<file path="config.mk">
export PLATFORM = sky130hd
export DESIGN_NAME = pdb_scale_flat
export DESIGN_NICKNAME = d
export VERILOG_FILES = /design/src/sv/pdb_pkg.sv /design/src/sv/pdb_out_if.sv /design/src/sv/pdb_scale.sv /design/src/flat_wrapper.sv
export SDC_FILE = /design/constraint.sdc
export NUM_CORES = 1
export LEC_CHECK = 0
export BUFFER_PORTS_ARGS = -buffer_cell sky130_fd_sc_hd__buf_4
export CELL_PAD_IN_SITES_DETAIL_PLACEMENT = 0
export CELL_PAD_IN_SITES_GLOBAL_PLACEMENT = 1
export CORE_MARGIN = 4
export CORE_UTILIZATION = 36
export CTS_CLUSTER_DIAMETER = 50
export CTS_CLUSTER_SIZE = 25
export DETAILED_ROUTE_END_ITERATION = 6
export GPL_ROUTABILITY_DRIVEN = 0
export GPL_TIMING_DRIVEN = 0
export PLACE_DENSITY_LB_ADDON = 0.25
export REMOVE_ABC_BUFFERS = 1
export SYNTH_ARGS = -nofsm -noshare
export SYNTH_HDL_FRONTEND = slang
export SYNTH_SLANG_ARGS = --single-unit
</file>
<file path="constraint.sdc">
create_clock -name clk -period 12.1 [get_ports clk]
set_clock_uncertainty 0.2 [all_clocks]
set_input_delay 1.815 -clock clk [delete_from_list [all_inputs] [get_ports clk]]
set_output_delay 1.815 -clock clk [all_outputs]
set_load 0.03 [all_outputs]
</file>
<file path="src/sv/pdb_pkg.sv">
// Shared constants, tables and types of the point distance and bearing block.
package pdb_pkg;

  localparam int COORD_BITS_DEF    = 16;
  localparam int CORDIC_STAGES_DEF = 20;
  localparam int MAX_STAGES        = 32;

  // Fraction bits of the x/y datapath and width of the angle accumulator.
  localparam int FRAC_BITS = 12;
  localparam int Z_W       = 34;

  localparam int DIST_W    = 25;
  localparam int BEAR_W    = 17;
  localparam int DIST_MAX  = 33554431;
  localparam int BEAR_MAX  = 46080;
  localparam int DEG_SCALE = 92160;

  localparam logic [15:0] GAIN_HI = 16'h9B74;
  localparam logic [15:0] GAIN_LO = 16'hEDA8;

  // A quarter turn in accumulator units (2^32 units per turn).
  localparam logic signed [Z_W-1:0] Z_QUARTER = Z_W'(64'sd1073741824);

  // atan(2^-i) in accumulator units, rounded to nearest.
  localparam logic [31:0] ATAN_UNITS [MAX_STAGES] = '{
    32'd536870912, 32'd316933406, 32'd167458907, 32'd85004756,
    32'd42667331,  32'd21354465,  32'd10679838,  32'd5340245,
    32'd2670163,   32'd1335087,   32'd667544,    32'd333772,
    32'd166886,    32'd83443,     32'd41722,     32'd20861,
    32'd10430,     32'd5215,      32'd2608,      32'd1304,
    32'd652,       32'd326,       32'd163,       32'd81,
    32'd41,        32'd20,        32'd10,        32'd5,
    32'd3,         32'd1,         32'd1,         32'd0
  };

  // Per-stage control that travels with each item's data.
  typedef struct packed {
    logic valid;
    logic zero;
  } ctl_t;

endpackage

</file>
<file path="src/sv/pdb_out_if.sv">
// Output channel interface: one item is a distance and a bearing.
interface pdb_out_if;
  logic                             valid;
  logic                             ready;
  logic        [pdb_pkg::DIST_W-1:0] distance;
  logic signed [pdb_pkg::BEAR_W-1:0] bearing_degrees;

  modport source (output valid, distance, bearing_degrees, input ready);
  modport sink   (input valid, distance, bearing_degrees, output ready);
endinterface

</file>
<file path="src/sv/pdb_scale.sv">
// Back end: gain correction and angle-to-degree products, then rounding and saturation.
module pdb_scale #(
  parameter int DW = pdb_pkg::COORD_BITS_DEF + pdb_pkg::FRAC_BITS + 3
) (
  input  logic                           clk,
  input  logic                           rst,
  input  pdb_pkg::ctl_t                  in_ctl,
  input  logic signed [DW-1:0]           in_x,
  input  logic signed [pdb_pkg::Z_W-1:0] in_z,
  output logic                           in_ready,
  pdb_out_if.source                      result
);
  import pdb_pkg::*;

  localparam int UW = DW - 1;
  localparam int HW = UW + 16;
  localparam int MW = UW + 17;
  localparam int PW = Z_W + 18;

  logic [UW-1:0]           ux;
  ctl_t                    a_ctl;
  logic [HW-1:0]           prod_hi;
  logic [HW-1:0]           prod_lo;
  logic signed [PW-1:0]    angle_prod;
  logic                    ready_b;
  logic [MW-1:0]           sum;
  logic [MW-1:0]           rnd;
  logic signed [PW-1:0]    deg_full;
  logic [DIST_W-1:0]       dist_next;
  logic signed [BEAR_W-1:0] bear_next;

  assign ready_b  = !result.valid || result.ready;
  assign in_ready = !a_ctl.valid || ready_b;
  assign ux       = (in_x > 0) ? in_x[UW-1:0] : '0;

  always_ff @(posedge clk) begin
    if (rst) begin
      a_ctl <= '0;
    end else if (in_ready) begin
      a_ctl <= in_ctl;
    end
  end

  always_ff @(posedge clk) begin
    if (in_ready) begin
      prod_hi    <= HW'(ux) * HW'(GAIN_HI);
      prod_lo    <= HW'(ux) * HW'(GAIN_LO);
      angle_prod <= PW'(in_z) * PW'(DEG_SCALE);
    end
  end

  always_comb begin
    sum = MW'(prod_hi) + MW'(prod_lo >> 16);
    rnd = (sum + (MW'(1) << (FRAC_BITS + 7))) >> (FRAC_BITS + 8);
    if (rnd > MW'(DIST_MAX)) begin
      dist_next = DIST_W'(DIST_MAX);
    end else begin
      dist_next = rnd[DIST_W-1:0];
    end
    deg_full = (angle_prod + (PW'(1) <<< 31)) >>> 32;
    if (deg_full > PW'(BEAR_MAX)) begin
      bear_next = BEAR_W'(BEAR_MAX);
    end else if (deg_full < -PW'(BEAR_MAX)) begin
      bear_next = -BEAR_W'(BEAR_MAX);
    end else begin
      bear_next = BEAR_W'(deg_full);
    end
    if (a_ctl.zero) begin
      dist_next = '0;
      bear_next = '0;
    end
  end

  always_ff @(posedge clk) begin
    if (rst) begin
      result.valid <= 1'b0;
    end else if (ready_b) begin
      result.valid <= a_ctl.valid;
    end
  end

  always_ff @(posedge clk) begin
    if (ready_b) begin
      result.distance        <= dist_next;
      result.bearing_degrees <= bear_next;
    end
  end

endmodule

</file>
<file path="src/flat_wrapper.sv">
// flat-port wrapper written by rule: the top's interface ports become plain ports
module pdb_scale_flat import pdb_pkg::*;
#(
  parameter int DW = pdb_pkg::COORD_BITS_DEF + pdb_pkg::FRAC_BITS + 3
)
  (clk, rst, in_ctl, in_x, in_z, in_ready, result_valid, result_distance, result_bearing_degrees, result_ready);
  pdb_out_if result_i ();
  input  logic clk;
  input  logic rst;
  input  pdb_pkg::ctl_t in_ctl;
  input  logic signed [DW-1:0] in_x;
  input  logic signed [pdb_pkg::Z_W-1:0] in_z;
  output logic in_ready;
  output wire logic [$bits(result_i.valid)-1:0] result_valid;
  output wire logic [$bits(result_i.distance)-1:0] result_distance;
  output wire logic [$bits(result_i.bearing_degrees)-1:0] result_bearing_degrees;
  input wire logic [$bits(result_i.ready)-1:0] result_ready;
  assign result_valid = result_i.valid;
  assign result_distance = result_i.distance;
  assign result_bearing_degrees = result_i.bearing_degrees;
  assign result_i.ready = result_ready;
  pdb_scale #(.DW(DW)) u_core (.clk(clk), .rst(rst), .in_ctl(in_ctl), .in_x(in_x), .in_z(in_z), .in_ready(in_ready), .result(result_i));
endmodule
</file>
Word level (Yosys, flattened, before mapping):

Index checks and enable logic that the tools add are counted.

* word-level logic and storage cells: 30
* register bits: 173

* multipliers: 3
* add/sub/neg operators: 3
* order comparisons: 4
* reductions and logical operators: 6
* muxes and demuxes: 4

Operators with widths (number)
* $add A52 B33 Y52 const B: 1
* $add A46 B30 Y47: 1
* $add A47 B20 Y47 const B: 1
* $mul A30 B14 Y44 const B: 1
* $mul A30 B13 Y43 const B: 1
* $mul A34 B7 Y41 const B: 1
* $gt A31 B1 Y1 const B: 1
* $mux W30: 1
* $gt A27 B25 Y1 const B: 1
* $mux W25: 1
* $gt A20 B17 Y1 const B: 1
* $lt A20 B17 Y1 const B: 1
* $mux W17: 1
* $mux W16: 1
* $reduce_or A3 Y1: 1
* $logic_not A1 Y1: 2
* $logic_or A1 B1 Y1: 2
* $reduce_or A2 Y1: 1

Depth between registers and ports, before layout:

* depth after elaboration: 4
* gate-level depth with buffers: 33
* mapped depth without buffers: 30

Worst setup path after synthesis:

Ideal clock, no wire load.

* path kind: input port to flip-flop
* start point: input port in_x[17]
* end point: register u_core.prod_hi[45], data pin
* buffers on the path: 3
* data arrival time: 8.780 ns
* cell stages on the path: 31
* data required time: 11.642 ns
* slack: 2.863 ns
* library setup time: 0.258 ns
* cells stage by stage: clkbuf_1 -> nor4_1 -> nand4_1 -> nor2_1 -> nor2_1 -> clkbuf_1 -> buf_1 -> nand2_1 -> inv_1 -> ha_1 -> inv_1 -> fa_1 -> fa_1 -> inv_1 -> fa_1 -> fa_1 -> inv_1 -> fa_1 -> inv_1 -> ha_1 -> a21o_1 -> a21o_1 -> a21o_1 -> a21o_1 -> a21oi_1 -> o21ai_0 -> o31ai_1 -> o21ai_1 -> o21a_1 -> nor2_1 -> xnor2_1

* cells in the longest elaborated chain, start to end: 3

RTL lines
* start, declared: line flat_wrapper.sv:11 `input logic signed [DW-1:0] in_x;`
* $gt A31 B1 Y1: line pdb_scale.sv:34 `assign ux = (in_x > 0) ? in_x[UW-1:0] : '0;`
* $mux W30 (*): line pdb_scale.sv:34
* $mul A30 B14 Y44 (*): line pdb_scale.sv:46 `prod_hi <= HW'(ux) * HW'(GAIN_HI);`
* end signal, assigned: line pdb_scale.sv:46
* end, declared: line pdb_scale.sv:22 `logic [HW-1:0] prod_hi;`

Mark *: on every way between the ends. The rest lies on a longest branch, timed or not.
A chain may end at the register's enable or synchronous reset.

Worst setup path in the final report:

* start point: input port in_x[28]
* end point: register u_core.prod_hi[45], data pin

The elaborated chain is that of the path after synthesis.

==> qor.txt <==
Sequential share of the synthesized area = 16.3%
Largest net degree at the start of global routing = 73
Initial core utilization = 36.6%
Largest family of logic cells by synthesized area = adder cells
Postcts setup bufs = 0
Worst Path Required = 12.08 ns
Max-cap violation count = 0
Core Box Area = 69,100 um2
Tot Pwr = 7010 uW
Avg Cell Area, Syn = 9.66 um2
Worst R2R End = u_core.result.distance[3]$_SDFFCE_PP0P_
Hold path startpoint = u_core.a_ctl[1]$_SDFFE_PP0P_
Fin crit share = 89.7%
Hold Buf Count CTS = 0
Synthesis Warnings = 0
GRT overflow = 0
Worst Hold Endpoint = u_core.a_ctl[0]$_SDFFE_PP0P_
Final Hold Fails = 0
I/O pin count = 114
Slew Limit Fails = 0
Mapped Area = 25,300 um2
Synth Area in Compound Gates = 10.0%
Drc violations = 0
Flops & latches, synth = 138
Die area = 74,500 um2
R2R setup slack = 7.86 ns
All-Layer GR Usage = 17.7%
Relative slew slack = 10.7%
Maximum clock insertion buffer count = 2
Synth Area in Simple Gates = 8.22%
Inst Count DP = 3,621
Synth unique cells = 76
Final min period = 10.85 ns
Post-synthesis xor/xnor area fraction = 6.59%
# rows = 96
Dpl hpwl = 56,800 um
# setup viols final = 0
Post-synth top flop = edfxtp_1
PortBufs = 113
Worst setup EP type = register
CTS tree = done
CTS root buf = clkbuf_16
Share of cells above drive strength 1 = 6.69%
Gate Count Post-Synth = 2,616
Post-synth EDFFs = 135
Cts bufs inserted = 17
Critical path startpoint category = input pin
Max incr delay on CP = 1.03 ns
Via density = 4.83
Die Y = 273 um
Synth Area in Adders = 48.0%
Min-Delay Path Class = reg -> reg
Worst path slowest cell = nor4_1
First-pass GRT wire length = 103,000 um
Status = finished, final reports clean
Static Leak = 0.0147 uW
WHS = 0.346 ns
Pwr per Cell Area = 252 nW/um2
Number of gates resized after CTS = 0
Max frequency = 0.0922 GHz
Clock sink count = 138
Drt pass-1 iters = 7
Routed wire length = 64,800 um
Post-synthesis mux area share = 0.243%
Worst VDD drop = 128 uV
Avg WL per Cell = 17.7 um
Critical path class = in -> reg
Critical path arrival = 10.83 ns
Worst-margin pin slew = 1.34 ns
Initial DRC Count = 907
Vias in the first global route = 18,300
Worst Hold Depth = 2
Remaining antenna violation count = 0
Die width = 273 um
Final std cells w/o fill = 3,653
Via count = 17,700
Syn-to-layout area delta = 10.1%
Most frequent CP cell = inv_1
Fraction of registers with async set/reset = 0%
CP max FO = 33
Nets = 3,537
Worst r2r src = u_core.prod_lo[26]$_DFFE_PP_
Worst R2R Path Depth = 14
RSZ-0062 raised after global routing = no
Initial antenna violation count = 3
Worst-skew pair later-pin latency = 0.43 ns
CTS H-Tree Depth = 4
Clock Pin Slew Worst Setup and Hold Paths = 0.06 ns
## cell type report
type | count | area, um2
antenna | 1 | 2.50
clock buffer | 18 | 429
clock inverter | 13 | 169
fill | 6931 | 41300
inverter | 669 | 2510
multi-input combinational | 1766 | 18500
sequential | 138 | 4110
tap | 931 | 1160
timing repair buffer | 117 | 927
## logic make-up after synthesis
| kind of cell | Yosys count |
|---|---|
| compound gates | 384 |
| xor+xnor | 190 |
| fa+ha+maj | 761 |
| buf+inv | 712 |
| flops | 138 |
| mux | 6 |
| simple gates | 425 |
## per-layer routing
| metal | track usage [%] | part of all wire (%) | vias to the layer above | routed length, um |
|---|---|---|---|---|
| met2 | 29.9 | 48 | 345 | 31400 |
| met5 | 0 | 0 | - | 0 |
| met1 | 24.7 | 46 | 8697 | 29800 |
| li1 | - | - | 8575 | - |
| met4 | 2.83 | 1.3 | 0 | 827 |
| met3 | 2.76 | 4.2 | 40 | 2710 |
## per-stage QoR
step / util [%] / area (um2) / setup TNS (ns) / worst slack [ns]
3_3_place_gp: 39.2 / 27100 / -51.37 / -1.95
5_1_grt: 40.3 / 27800 / 0 / 0.769
2_1_floorplan: - / 25100 / 0 / 2.06
6_report: 40.3 / 27800 / 0 / 1.25
4_1_cts: 40.2 / 27800 / 0 / 1.21
3_5_place_dp: 39.4 / 27200 / 0 / 0.795
## Yosys cell counts, types with 7 or more instances
| library cell | count | area, um2 |
|---|---|---|
| nor3_1 | 12 | 60.1 |
| xnor2_1 | 121 | 1060 |
| a211o_1 | 7 | 61.3 |
| or2_2 | 8 | 50.1 |
| ha_1 | 411 | 5140 |
| a21oi_1 | 136 | 681 |
| nand2_1 | 106 | 398 |
| a31oi_1 | 10 | 62.6 |
| nor2_1 | 114 | 428 |
| edfxtp_1 | 135 | 4050 |
| nor2b_1 | 18 | 113 |
| nand4_1 | 20 | 125 |
| xor2_1 | 69 | 604 |
| clkbuf_1 | 31 | 116 |
| fa_1 | 347 | 6950 |
| a21boi_0 | 7 | 52.6 |
| o21a_1 | 22 | 165 |
| o21ai_0 | 46 | 230 |
| a21o_1 | 73 | 548 |
| nor4_1 | 10 | 62.6 |
| and3_1 | 28 | 175 |
| and2_1 | 28 | 175 |
| o21ai_1 | 10 | 50.1 |
| nand2b_1 | 28 | 175 |
| inv_1 | 668 | 2510 |
| or3_1 | 8 | 50.1 |
| nand3_1 | 32 | 160 |
## critical path: cells and delay by family
kind / cells / cell delay, ns
AOI/OAI and AO/OA: 6 / 1.89
xor gates and xnor gates: 2 / 0.47
adders and majority gates: 7 / 3.13
buffers and inverters: 7 / 0.66
and+or+nand+nor: 8 / 2.83
## layout by cell type (no fill, tap or decap), types with 46 or more instances in the layout
cell type | synthesis | final
a21oi_1 | 136 | 136
inv_1 | 668 | 667
a21o_1 | 73 | 73
nor2_1 | 114 | 113
fa_1 | 347 | 347
o21ai_0 | 46 | 46
nand2_1 | 106 | 105
ha_1 | 411 | 411
edfxtp_1 | 135 | 135
buf_4 | 3 | 113
xnor2_1 | 121 | 121
xor2_1 | 69 | 69
## where the power goes
group	switching, uW	total, uW	internal (uW)
registers	128	1120	988
clock network	210	535	325
logic	3110	5360	2250
## registers in the layout (all words and copies together), names as in the netlist
register	count
u_core.angle_prod	21
u_core.prod_hi	44
u_core.result.bearing_degrees	17
u_core.result.distance	25
u_core.prod_lo	28
u_core.a_ctl	2
u_core.result.valid	1
## how the worst max path moves through the flow
stage               cells past startpoint  slack, ns      from                           end
floorplan                              28       2.06   in_x[9]  u_core.prod_hi[45]$_DFFE_PP_
global route                           30       0.77  in_x[28]  u_core.prod_hi[45]$_DFFE_PP_
finish                                 30       1.25  in_x[28]  u_core.prod_hi[45]$_DFFE_PP_
detailed placement                     30       0.79  in_x[28]  u_core.prod_hi[45]$_DFFE_PP_
global placement                       29      -1.95   in_x[1]  u_core.prod_hi[45]$_DFFE_PP_
CTS                                    30       1.21  in_x[28]  u_core.prod_hi[45]$_DFFE_PP_
Note: power is estimated with default switching activity, not from simulation.
