==> src/sv/pdb_pkg.sv <==
// Shared constants, tables and types of the point distance and bearing block.
package pdb_pkg;

  localparam int COORD_BITS_DEF    = 16;
  localparam int CORDIC_STAGES_DEF = 20;
  localparam int MAX_STAGES        = 32;

  // Fraction bits of the x/y datapath and width of the angle accumulator.
  localparam int FRAC_BITS = 12;
  localparam int Z_W       = 34;

  localparam int DIST_W    = 25;
  localparam int BEAR_W    = 17;
  localparam int DIST_MAX  = 33554431;
  localparam int BEAR_MAX  = 46080;
  localparam int DEG_SCALE = 92160;

  localparam logic [15:0] GAIN_HI = 16'h9B74;
  localparam logic [15:0] GAIN_LO = 16'hEDA8;

  // A quarter turn in accumulator units (2^32 units per turn).
  localparam logic signed [Z_W-1:0] Z_QUARTER = Z_W'(64'sd1073741824);

  // atan(2^-i) in accumulator units, rounded to nearest.
  localparam logic [31:0] ATAN_UNITS [MAX_STAGES] = '{
    32'd536870912, 32'd316933406, 32'd167458907, 32'd85004756,
    32'd42667331,  32'd21354465,  32'd10679838,  32'd5340245,
    32'd2670163,   32'd1335087,   32'd667544,    32'd333772,
    32'd166886,    32'd83443,     32'd41722,     32'd20861,
    32'd10430,     32'd5215,      32'd2608,      32'd1304,
    32'd652,       32'd326,       32'd163,       32'd81,
    32'd41,        32'd20,        32'd10,        32'd5,
    32'd3,         32'd1,         32'd1,         32'd0
  };

  // Per-stage control that travels with each item's data.
  typedef struct packed {
    logic valid;
    logic zero;
  } ctl_t;

endpackage

==> src/sv/pdb_in_if.sv <==
// Input channel interface: one item is a pair of points.
interface pdb_in_if #(
  parameter int COORD_BITS = pdb_pkg::COORD_BITS_DEF
);
  logic                         valid;
  logic                         ready;
  logic signed [COORD_BITS-1:0] first_x;
  logic signed [COORD_BITS-1:0] first_y;
  logic signed [COORD_BITS-1:0] second_x;
  logic signed [COORD_BITS-1:0] second_y;

  modport source (output valid, first_x, first_y, second_x, second_y, input ready);
  modport sink   (input valid, first_x, first_y, second_x, second_y, output ready);
endinterface

==> src/sv/pdb_prerot.sv <==
// Front stage: coordinate differences, zero detect and quarter-turn pre-rotation.
module pdb_prerot #(
  parameter int COORD_BITS = pdb_pkg::COORD_BITS_DEF,
  parameter int DW         = pdb_pkg::COORD_BITS_DEF + pdb_pkg::FRAC_BITS + 3
) (
  input  logic                          clk,
  input  logic                          rst,
  pdb_in_if.sink                        points,
  output pdb_pkg::ctl_t                 ctl,
  output logic signed [DW-1:0]          x,
  output logic signed [DW-1:0]          y,
  output logic signed [pdb_pkg::Z_W-1:0] z,
  input  logic                          down_ready
);
  import pdb_pkg::*;

  logic signed [COORD_BITS:0] dx;
  logic signed [COORD_BITS:0] dy;
  logic signed [DW-1:0]       xf;
  logic signed [DW-1:0]       yf;
  logic signed [DW-1:0]       x_next;
  logic signed [DW-1:0]       y_next;
  logic signed [Z_W-1:0]      z_next;
  logic                       zero_next;

  assign points.ready = !ctl.valid || down_ready;

  always_comb begin
    dx        = (COORD_BITS+1)'(points.second_x) - (COORD_BITS+1)'(points.first_x);
    dy        = (COORD_BITS+1)'(points.second_y) - (COORD_BITS+1)'(points.first_y);
    zero_next = (dx == '0) && (dy == '0);
    xf        = DW'(dy) <<< FRAC_BITS;
    yf        = DW'(dx) <<< FRAC_BITS;
    x_next    = xf;
    y_next    = yf;
    z_next    = '0;
    // Bring a vector in the left half plane into the right half plane.
    if (xf < 0) begin
      if (yf >= 0) begin
        x_next = yf;
        y_next = -xf;
        z_next = Z_QUARTER;
      end else begin
        x_next = -yf;
        y_next = xf;
        z_next = -Z_QUARTER;
      end
    end
  end

  always_ff @(posedge clk) begin
    if (rst) begin
      ctl <= '0;
    end else if (points.ready) begin
      ctl.valid <= points.valid;
      ctl.zero  <= zero_next;
    end
  end

  always_ff @(posedge clk) begin
    if (points.ready) begin
      x <= x_next;
      y <= y_next;
      z <= z_next;
    end
  end

endmodule

==> src/flat_wrapper.sv <==
// flat-port wrapper written by rule: the top's interface ports become plain ports
module pdb_prerot_flat import pdb_pkg::*;
#(
  parameter int COORD_BITS = pdb_pkg::COORD_BITS_DEF,
  parameter int DW         = pdb_pkg::COORD_BITS_DEF + pdb_pkg::FRAC_BITS + 3
)
  (clk, rst, ctl, x, y, z, down_ready, points_valid, points_first_x, points_first_y, points_second_x, points_second_y, points_ready);
  pdb_in_if #(.COORD_BITS(COORD_BITS)) points_i ();
  input  logic clk;
  input  logic rst;
  output pdb_pkg::ctl_t ctl;
  output logic signed [DW-1:0] x;
  output logic signed [DW-1:0] y;
  output logic signed [pdb_pkg::Z_W-1:0] z;
  input  logic down_ready;
  input wire logic [$bits(points_i.valid)-1:0] points_valid;
  input wire logic [$bits(points_i.first_x)-1:0] points_first_x;
  input wire logic [$bits(points_i.first_y)-1:0] points_first_y;
  input wire logic [$bits(points_i.second_x)-1:0] points_second_x;
  input wire logic [$bits(points_i.second_y)-1:0] points_second_y;
  output wire logic [$bits(points_i.ready)-1:0] points_ready;
  assign points_i.valid = points_valid;
  assign points_i.first_x = points_first_x;
  assign points_i.first_y = points_first_y;
  assign points_i.second_x = points_second_x;
  assign points_i.second_y = points_second_y;
  assign points_ready = points_i.ready;
  pdb_prerot #(.COORD_BITS(COORD_BITS), .DW(DW)) u_core (.clk(clk), .rst(rst), .points(points_i), .ctl(ctl), .x(x), .y(y), .z(z), .down_ready(down_ready));
endmodule
==> config.mk <==
export PLATFORM = sky130hd
export DESIGN_NAME = pdb_prerot_flat
export DESIGN_NICKNAME = d
export VERILOG_FILES = /design/src/sv/pdb_pkg.sv /design/src/sv/pdb_in_if.sv /design/src/sv/pdb_prerot.sv /design/src/flat_wrapper.sv
export SDC_FILE = /design/constraint.sdc
export NUM_CORES = 1
export LEC_CHECK = 0
export BUFFER_PORTS_ARGS = -buffer_cell sky130_fd_sc_hd__buf_2
export CAP_MARGIN = 20
export CELL_PAD_IN_SITES_DETAIL_PLACEMENT = 1
export CELL_PAD_IN_SITES_GLOBAL_PLACEMENT = 1
export CORE_UTILIZATION = 38
export CTS_BUF_LIST = sky130_fd_sc_hd__clkbuf_16
export DETAILED_ROUTE_END_ITERATION = 10
export PLACE_DENSITY_LB_ADDON = 0.15
export SYNTH_ARGS = -nofsm -noshare
export SYNTH_HDL_FRONTEND = slang
export SYNTH_SLANG_ARGS = --single-unit
export TNS_END_PERCENT = 10
==> constraint.sdc <==
create_clock -name clk -period 4.7 [get_ports clk]
set_clock_uncertainty 0.2 [all_clocks]
set_input_delay 0.705 -clock clk [delete_from_list [all_inputs] [get_ports clk]]
set_output_delay 0.705 -clock clk [all_outputs]
set_load 0.05 [all_outputs]
=== Yosys cells after proc, flatten, opt, wreduce, memory -nomap -nowiden ===
Index checks and enable logic that the tools add are counted.

* Register bits: 98
* Input port bits: 68
* Output and inout port bits: 99
* Logic and storage cells: 26

* Add/sub/neg operators: 4
* Magnitude comparators: 2
* Multiplexer cells: 5
* Bitwise gates (word level): 1
* Reduce and logical (&&, ||, !) cells: 7

{| class="wikitable"
|+ Operators by type and width
! kind !! count
|-
| 31-bit 2-to-1 mux || 4
|-
| 29-bit negator with 31-bit output || 2
|-
| 17-bit logical NOT || 2
|-
| 34-bit 2-to-1 mux || 1
|-
| 16-bit by 16-bit subtractor with 17-bit output || 2
|-
| 29-bit by 1-bit greater-or-equal comparator with 1-bit output, second input constant || 1
|-
| 29-bit by 1-bit less-than comparator with 1-bit output, second input constant || 1
|-
| 2-bit AND reduction || 1
|-
| 2-bit OR reduction || 1
|-
| 1-bit logical AND || 1
|-
| 1-bit logical NOT || 1
|-
| 1-bit logical OR || 1
|-
| 1-bit NOT || 1
|}

=== Longest topological paths before layout ===
Gate-level depths: netlist (run 1).

* Word-level depth: 4
* Depth in mapped cells: 15
* Depth with buffers taken out: 14

=== Worst setup path after synthesis (run 1) ===
No wires, ideal clock.

* Path kind: input-to-reg
* From: input points_second_x[0]
* To: register u_core.x[24], data pin
* Library setup time: 0.260 ns
* Arrival: 3.363 ns
* Required time: 4.240 ns
* Path slack: 0.877 ns
* Cell stages on the path: 13
* Buffers on the path: 1
* Path through: inv_1 -> ha_1 -> inv_1 -> fa_1 -> a21o_1 -> a22oi_2 -> a21oi_2 -> and4b_1 -> or4_4 -> buf_6 -> o41ai_4 -> xnor2_1 -> mux2_4

* Longest elaborated chain between the ends: 4

{| class="wikitable"
|+ RTL lines
! element !! RTL line !! RTL
|-
| start, declared || flat_wrapper.sv:19 || <nowiki>input wire logic [$bits(points_i.second_x)-1:0] points_second_x;</nowiki>
|-
| 16-bit by 16-bit subtractor with 17-bit output * || pdb_prerot.sv:29 || <nowiki>dx = (COORD_BITS+1)'(points.second_x) - (COORD_BITS+1)'(points.first_x);</nowiki>
|-
| 29-bit negator with 31-bit output or 29-bit by 1-bit greater-or-equal comparator with 1-bit output (tied branches) || pdb_prerot.sv:44, pdb_prerot.sv:39 ||
|-
| 31-bit 2-to-1 mux * || pdb_prerot.sv:39 || <nowiki>if (yf >= 0) begin</nowiki>
|-
| 31-bit 2-to-1 mux * || pdb_prerot.sv:38 || <nowiki>if (xf < 0) begin</nowiki>
|-
| net u_core.x_next[24] || pdb_prerot.sv:21 || <nowiki>logic signed [DW-1:0] x_next;</nowiki>
|-
| end signal, assigned || pdb_prerot.sv:62 || <nowiki>x <= x_next;</nowiki>
|-
| end, declared || pdb_prerot.sv:10 || <nowiki>output logic signed [DW-1:0] x,</nowiki>
|}

The timed path passes the listed nets; every way through them passes the cells marked *.
A chain may end at the register's enable or synchronous reset.

=== Worst setup path after layout (run 1) ===
* From: input points_second_x[0]
* To: register u_core.x[27], data pin

The elaborated chain is that of the path after synthesis.

==> results of run 1 <==
[registers in the layout, summed over array words and instances, names as in the netlist]
register / count
u_core.x: 19
u_core.y: 19
u_core.ctl: 2
u_core.z: 2
[kinds of logic after synthesis]
| kind of cell | Yosys count |
|---|---|
| AND/OR/NAND/NOR | 178 |
| AO/OA/AOI/OAI | 171 |
| buffers and inverters | 128 |
| flip-flops | 42 |
| adder cells (fa/ha/maj) | 38 |
| XOR/XNOR | 29 |
| multiplexers | 10 |
| other | 1 |
[metrics by stage]
step                       util  instances
after floorplan               -        652
after global routing      0.445        874
after global placement    0.432        865
final                     0.445        874
after detailed placement  0.432        865
after CTS                 0.443        873
[worst max-delay path: cells and delay by family]
| family | cells | cell delay (ps) |
|---|---|---|
| compound gates | 3 | 900 |
| buf+inv | 3 | 200 |
| simple gates | 4 | 1040 |
| xor+xnor | 1 | 330 |
| fa+ha+maj | 2 | 610 |
[where the power goes]
group	internal, mW	leakage, nW	switching (mW)
clock network	0.194	0.0672	0.143
registers	0.527	0.435	0.0334
logic	0.322	2.13	0.853
total	1.04	2.63	1.03
[per-layer routing]
metal / share of wire / global-route usage
met3: 0.043 / 0.0267
met5: 0 / 0
met1: 0.46 / 0.257
met4: 0.0074 / 0.0419
met2: 0.49 / 0.350
[worst max path at each step]
stage / startpoint / to / slack, ps / cells after the start
final: points_second_x[0] / u_core.x[27] / 730 / 13
after global routing: points_second_x[0] / u_core.x[27] / 530 / 13
after CTS: points_second_x[0] / u_core.x[27] / 720 / 13
after detailed placement: points_second_x[0] / u_core.x[27] / 440 / 13
after global placement: points_second_x[0] / u_core.x[25] / 630 / 13
after floorplan: points_second_x[0] / u_core.x[24] / 880 / 13
[area by class of cell]
class,instances,share of cell area
multi-input combinational,482,0.567
sequential,42,0.221
timing repair buffer,120,0.115
tap,172,0.0383
inverter,50,0.0334
clock buffer,5,0.0223
clock inverter,3,0.00290
[cells in the mapped netlist, drive strengths merged, types with 8 or more instances]
master,n
a21o,13
ha,36
o21a,9
nand2,43
clkbuf,15
nand3,24
a211oi,9
nand4,8
buf,63
inv,49
xor2,18
edfxtp,40
xnor2,11
nor3,18
a21oi,36
o21ai,40
nor2,33
==> implementation parameters, run 1 <==
Parameter                              Value

Outcome
  Status ... finished clean

Die
  Number of ports placed on the die boundary ... 167
  Core ar. ... 12600 um^2
  Width of the chip ... 116 um
  Die outline height ... 116 um
  Initial cell density of the core ... 0.390
  Row Count ... 41
  Total Die Area ... 13400 um^2

Timing
  RSZ-0062 raised after global routing ... false
  Post-Route Setup TNS ... 0 ps
  Hold WS ... 282 ps
  Number of max-slew violations in the final report ... 0
  Final Cycle Share ... 0.845
  Min Tclk post-route ... 3970 ps
  Final setup fails ... 0
  Count of final hold-check violations ... 0
  Slew at the pin with the worst max-slew slack ... 729 ps
  Slew Limit Headroom ... 0.514
  Final worst slack ... 729 ps
  Achievable Freq ... 252 MHz

Clocking
  Number of buffers added by the clock tree synthesis step ... 5
  Number of resized instances in the post-cts repair step ... 0
  Clock tree root driver cell ... sky130_fd_sc_hd__clkbuf_16
  Clock sink total ... 42
  Hold buffer count at cts ... 0
  Depth of the CTS H-tree ... 2
  TritonCTS clock tree ... yes
  Clock buffer depth ... 2
  Worst-path clk slew ... 60 ps
  Clock insertion delay at the later pin of the skew report ... 280 ps
  Post-CTS Setup Bufs ... 0

Final layout
  NumNets Final ... 807
  Synth-to-layout area growth ... 14.0%
  Area taken by flip-flops and latches ... 1240 um^2
  Design Area, Final ... 5620 um^2
  Number of fillers in the final layout ... 1637
  Area occupied by multi-input gates ... 3190 um^2
  Commonest non-fill, non-tap cell in the layout ... sky130_fd_sc_hd__buf_2
  Commonest cells after routing, fill and taps aside ... sky130_fd_sc_hd__buf_2, sky130_fd_sc_hd__conb_1, sky130_fd_sc_hd__inv_1
  Fraction of final layout cells sized beyond drive strength 1 ... 0.211
  Ant. Diodes ... 0

Synthesis
  Post-synthesis compound-gate area fraction ... 0.243
  Register bit total from synthesis ... 42
  Post-synth top area share ... 0.244
  Netlist area before placement ... 4930 um^2
  Syn Area/Cell ... 8.25 um^2
  Part of the Yosys area used for sequential elements ... 0.252
  Adder-cell share of the synthesized area ... 0.0995
  Number of flops mapped to enable cells by yosys ... 40
  Simple-gate share of the synthesized area ... 0.187
  Post-synthesis cell type with the largest combined area ... sky130_fd_sc_hd__edfxtp_1
  Synth unique cells ... 77
  Top flip-flop cell by instance count after synthesis ... sky130_fd_sc_hd__edfxtp_1
  Combinational family with the most area after synthesis ... compound AO/OA/AOI/OAI gates
  Fraction of synthesized cell area in xor and xnor cells ... 0.0515
  Warnings from Yosys ... 0
  Synth Instances ... 597
  Share of flip-flops with an asynchronous set or reset ... 0
  Synth top area cells ... sky130_fd_sc_hd__edfxtp_1, sky130_fd_sc_hd__ha_1, sky130_fd_sc_hd__buf_4
  Multiplexer area fraction after synthesis ... 0.0218

Setup path
  Register-to-Register Setup Slack ... 3340 ps
  Worst-path fanout max ... 6
  Reg-to-Reg Start ... u_core.ctl[1]
  WS Path Type ... primary input to flop
  Reg-to-reg critical path endpoint ... u_core.y[15]
  Signal arrival time at the worst endpoint ... 3810 ps
  List of cells traversed by the critical path ... buf_2 -> inv_1 -> ha_1 -> inv_1 -> fa_1 -> a21o_1 -> a221oi_1 -> xor2_1 -> a21boi_0 -> nand4_1 -> nor3_1 -> nand4_1 -> and4_1
  Number of cell instances on the worst register-to-register path ... 2
  Delay contributed by the slowest stage of the critical path ... 430 ps
  Slowest library cell on the worst path ... sky130_fd_sc_hd__nor3_1
  Nature of the critical path endpoint ... flop
  CP Data Required Time ... 4540 ps
  Worst setup SP type ... primary input

Global route
  Total GRT Usage ... 0.198
  Largest net degree at the start of global routing ... 45
  GRT Residual Overflow ... 0
  Wire length of the first global-routing pass ... 21.1 mm
  Number of global-route vias before repair ... 4393
  Number of antenna violations at the first check in global routing ... 0

Detailed routing
  Count of TritonRoute iterations in the first routing pass ... 4
  Post-detailed-routing wire length ... 13.4 mm
  Iteration-0 DRC Markers ... 252
  Post-route antenna net violation count ... 0
  Routed wire length per instance ... 15.4 um
  DRC violations left ... 0
  Via count ... 4651
  Number of vias per cell ... 5.32

Pwr
  Worst vdd ir ... 0.000213 V
  Standby leakage power ... 2.63 nW
  Total power ... 2.07 mW
  PD cells ... 369 nW/um^2

Hold path
  Hold path startpoint ... u_core.ctl[0]
  Min-delay worst type ... flop to flop
  Endpoint with the worst hold slack ... u_core.ctl[0]
  Depth of the worst hold-timing path ... 2

Placed design
  Final weighted congestion in routability-driven placement ... 0.806
  Placed Area ... 5460 um^2
  Worst setup slack before clock tree synthesis ... 438 ps
  Number of buffer cells added on primary ports ... 112
  Detailed placer's ending HPWL ... 10.7 mm

Run
  Max Cap Viol ... 0
No activity file was read; power rests on OpenSTA's default activity.
==> run 2, diff against run 1 <==
clock period = 4 ns   (was 4.7 ns; I/O delays follow)
==> run 2 against run 1 <==
Compared with the run above: routed wire length hardly changed; first-iteration DRC count shrank 16%; critical endpoint is now u_core.y[28]; critical path depth up 1; highest routed layer unchanged; die area unchanged; critical path type unchanged.
==> implementation parameters, run 2 (synthesized netlist as in run 1, its figures left out) <==
Parameter                              Value

Detailed routing
  Routed wire length per instance ... 15.1 um (was 15.4 um)
  Via count ... 4671 (was 4651)
  Count of TritonRoute iterations in the first routing pass ... 4 (unchanged)
  Post-detailed-routing wire length ... 13.5 mm (was 13.4 mm)
  DRC violations left ... 0 (unchanged)
  Number of vias per cell ... 5.26 (was 5.32)
  Post-route antenna net violation count ... 0 (unchanged)
  Iteration-0 DRC Markers ... 212 (was 252)

Final layout
  Commonest cells after routing, fill and taps aside ... sky130_fd_sc_hd__buf_2, sky130_fd_sc_hd__conb_1, sky130_fd_sc_hd__inv_1 (unchanged)
  Ant. Diodes ... 0 (unchanged)
  NumNets Final ... 821 (was 807)
  Core Util, Final ... 0.454 (was 0.445)
  Commonest non-fill, non-tap cell in the layout ... sky130_fd_sc_hd__buf_2 (unchanged)
  Synth-to-layout area growth ... 16.2% (was 14.0%)
  Largest regs ... u_core.x: 19 flops, u_core.y: 19 flops (unchanged)
  Fraction of final layout cells sized beyond drive strength 1 ... 0.228 (was 0.211)

Die
  Width of the chip ... 116 um (unchanged)
  Number of ports placed on the die boundary ... 167 (unchanged)
  Total Die Area ... 13400 um^2 (unchanged)
  Die outline height ... 116 um (unchanged)
  Core ar. ... 12600 um^2 (unchanged)
  Row Count ... 41 (unchanged)
  Initial cell density of the core ... 0.390 (unchanged)

Timing
  Slew Limit Headroom ... 0.500 (was 0.514)
  Post-Route Setup TNS ... 0 ps (unchanged)
  Min Tclk post-route ... 3740 ps
  RSZ-0062 raised after global routing ... false (unchanged)
  Count of final hold-check violations ... 0 (unchanged)
  Achievable Freq ... 268 MHz
  Final Cycle Share ... 0.934
  Final setup fails ... 0 (unchanged)
  Number of max-slew violations in the final report ... 0 (unchanged)
  Slew at the pin with the worst max-slew slack ... 731 ps (was 729 ps)
  Hold WS ... 288 ps (was 282 ps)

Setup path
  Nature of the critical path endpoint ... flop (unchanged)
  Family of cells with the greatest summed delay on the critical path ... simple AND/OR/NAND/NOR gates (unchanged)
  WS Path Type ... primary input to flop (unchanged)
  Worst-path fanout max ... 7 (was 6)
  CP Data Required Time ... 3820 ps (was 4540 ps)
  Delay contributed by the slowest stage of the critical path ... 560 ps (was 430 ps)
  List of cells traversed by the critical path ... buf_2 -> inv_1 -> ha_1 -> fa_1 -> nor2b_1 -> o31a_1 -> o21ai_0 -> a21boi_1 -> o2111ai_1 -> or4_4 -> and3b_1 -> ha_1 -> nand2_1 -> nand2_1 (was buf_2 -> inv_1 -> ha_1 -> inv_1 -> fa_1 -> a21o_1 -> a221oi_1 -> xor2_1 -> a21boi_0 -> nand4_1 -> nor3_1 -> nand4_1 -> and4_1)
  Worst setup SP type ... primary input (unchanged)
  Number of cell instances on the worst register-to-register path ... 4 (was 2)
  Register-to-Register Setup Slack ... 2550 ps (was 3340 ps)
  Stages on worst setup path ... 14 (was 13)
  Number of buffer and inverter instances along the worst setup path ... 2 (was 3)
  Slowest library cell on the worst path ... sky130_fd_sc_hd__or4_4 (was sky130_fd_sc_hd__nor3_1)
  Signal arrival time at the worst endpoint ... 3560 ps (was 3810 ps)

Pwr
  PD cells ... 432 nW/um^2 (was 369 nW/um^2)
  Total power ... 2.47 mW (was 2.07 mW)
  Worst vdd ir ... 0.000288 V (was 0.000213 V)
  Standby leakage power ... 2.70 nW (was 2.63 nW)

Placed design
  Final weighted congestion in routability-driven placement ... 0.783 (was 0.806)
  Number of buffer cells added on primary ports ... 112 (unchanged)
  Detailed placer's ending HPWL ... 10.7 mm (about the same)

Global route
  GRT Residual Overflow ... 0 (unchanged)
  Total GRT Usage ... 0.199 (was 0.198)
  Wire length of the first global-routing pass ... 21.5 mm (was 21.1 mm)
  Largest net degree at the start of global routing ... 45 (unchanged)
  Number of global-route vias before repair ... 4460 (was 4393)
  Number of antenna violations at the first check in global routing ... 0 (unchanged)

Hold path
  Depth of the worst hold-timing path ... 2 (unchanged)
  Min-delay worst type ... flop to flop (unchanged)

Outcome
  Status ... finished clean (unchanged)

Clocking
  Number of buffers added by the clock tree synthesis step ... 5 (unchanged)
  Depth of the CTS H-tree ... 2 (unchanged)
  Clock insertion delay at the later pin of the skew report ... 280 ps (about the same)
  Clock sink total ... 42 (unchanged)
  Clock tree root driver cell ... sky130_fd_sc_hd__clkbuf_16 (unchanged)
  TritonCTS clock tree ... yes (unchanged)
  Clock buffer depth ... 2 (unchanged)
  Worst-path clk slew ... 60 ps (about the same)

Run
  Max Cap Viol ... 0 (unchanged)
## run 2: cell types whose count changed in the layout (fill, tap and decap cells not counted), sizes merged
| cell | previous run | this run |
|---|---|---|
| buf | 120 | 134 |
## run 2: worst register-to-register path: stages (launching register included)
cell                       delay, ps
sky130_fd_sc_hd__dfxtp_1         320
sky130_fd_sc_hd__nand2b_2         60
sky130_fd_sc_hd__buf_4           470
sky130_fd_sc_hd__nand4b_1        190
sky130_fd_sc_hd__o32ai_1         130
## run 2: area by class of cell
| class | instances | area, um^2 |
|---|---|---|
| clock buffer | 5 | 125 |
| clock inverter | 3 | 16.3 |
| fill | 1627 | 6890 |
| inverter | 50 | 188 |
| multi-input combinational | 482 | 3190 |
| sequential | 42 | 1240 |
| tap | 172 | 215 |
| timing repair buffer | 134 | 751 |
## run 2: routing by layer
metal / part of all wire / wire (um) / global-route usage / vias up
li1: - / - / - / 2315
met1: 0.46 / 6220 / 0.260 / 2231
met2: 0.49 / 6570 / 0.358 / 117
met3: 0.043 / 572 / 0.0230 / 8
met4: 0.0069 / 93 / 0.0299 / 0
met5: 0 / 0 / 0 / -
## run 2: repair_timing
item | CTS | global route
setup endpoints to repair | 0 | 4
setup buffers | 0 | 0
gates resized for setup | 0 | 3
hold buffers | 0 | 0
## run 2: where the power goes
group          leakage, nW  internal, mW  switching, mW
sequential           0.435         0.619         0.0372
clock               0.0672         0.228          0.166
combinational         2.20         0.410           1.01
total                 2.70          1.26           1.22
## run 2: path summary, 6_finish.rpt
check,start,to
worst max-delay path,points_second_y[0],u_core.y[28]
worst min register to register,u_core.ctl[0],u_core.ctl[0]
worst max register to register,u_core.ctl[1],u_core.ctl[0]
worst min-delay path,u_core.ctl[0],u_core.ctl[0]
## run 2: per-stage QoR
step                      cell area [um^2]  instances  setup slack [ps]
after floorplan                       5130        652               282
after global placement                5580        880               117
after detailed placement              5580        880              -116
after CTS                             5720        888               174
after global routing                  5730        888              28.2
final                                 5730        888               262
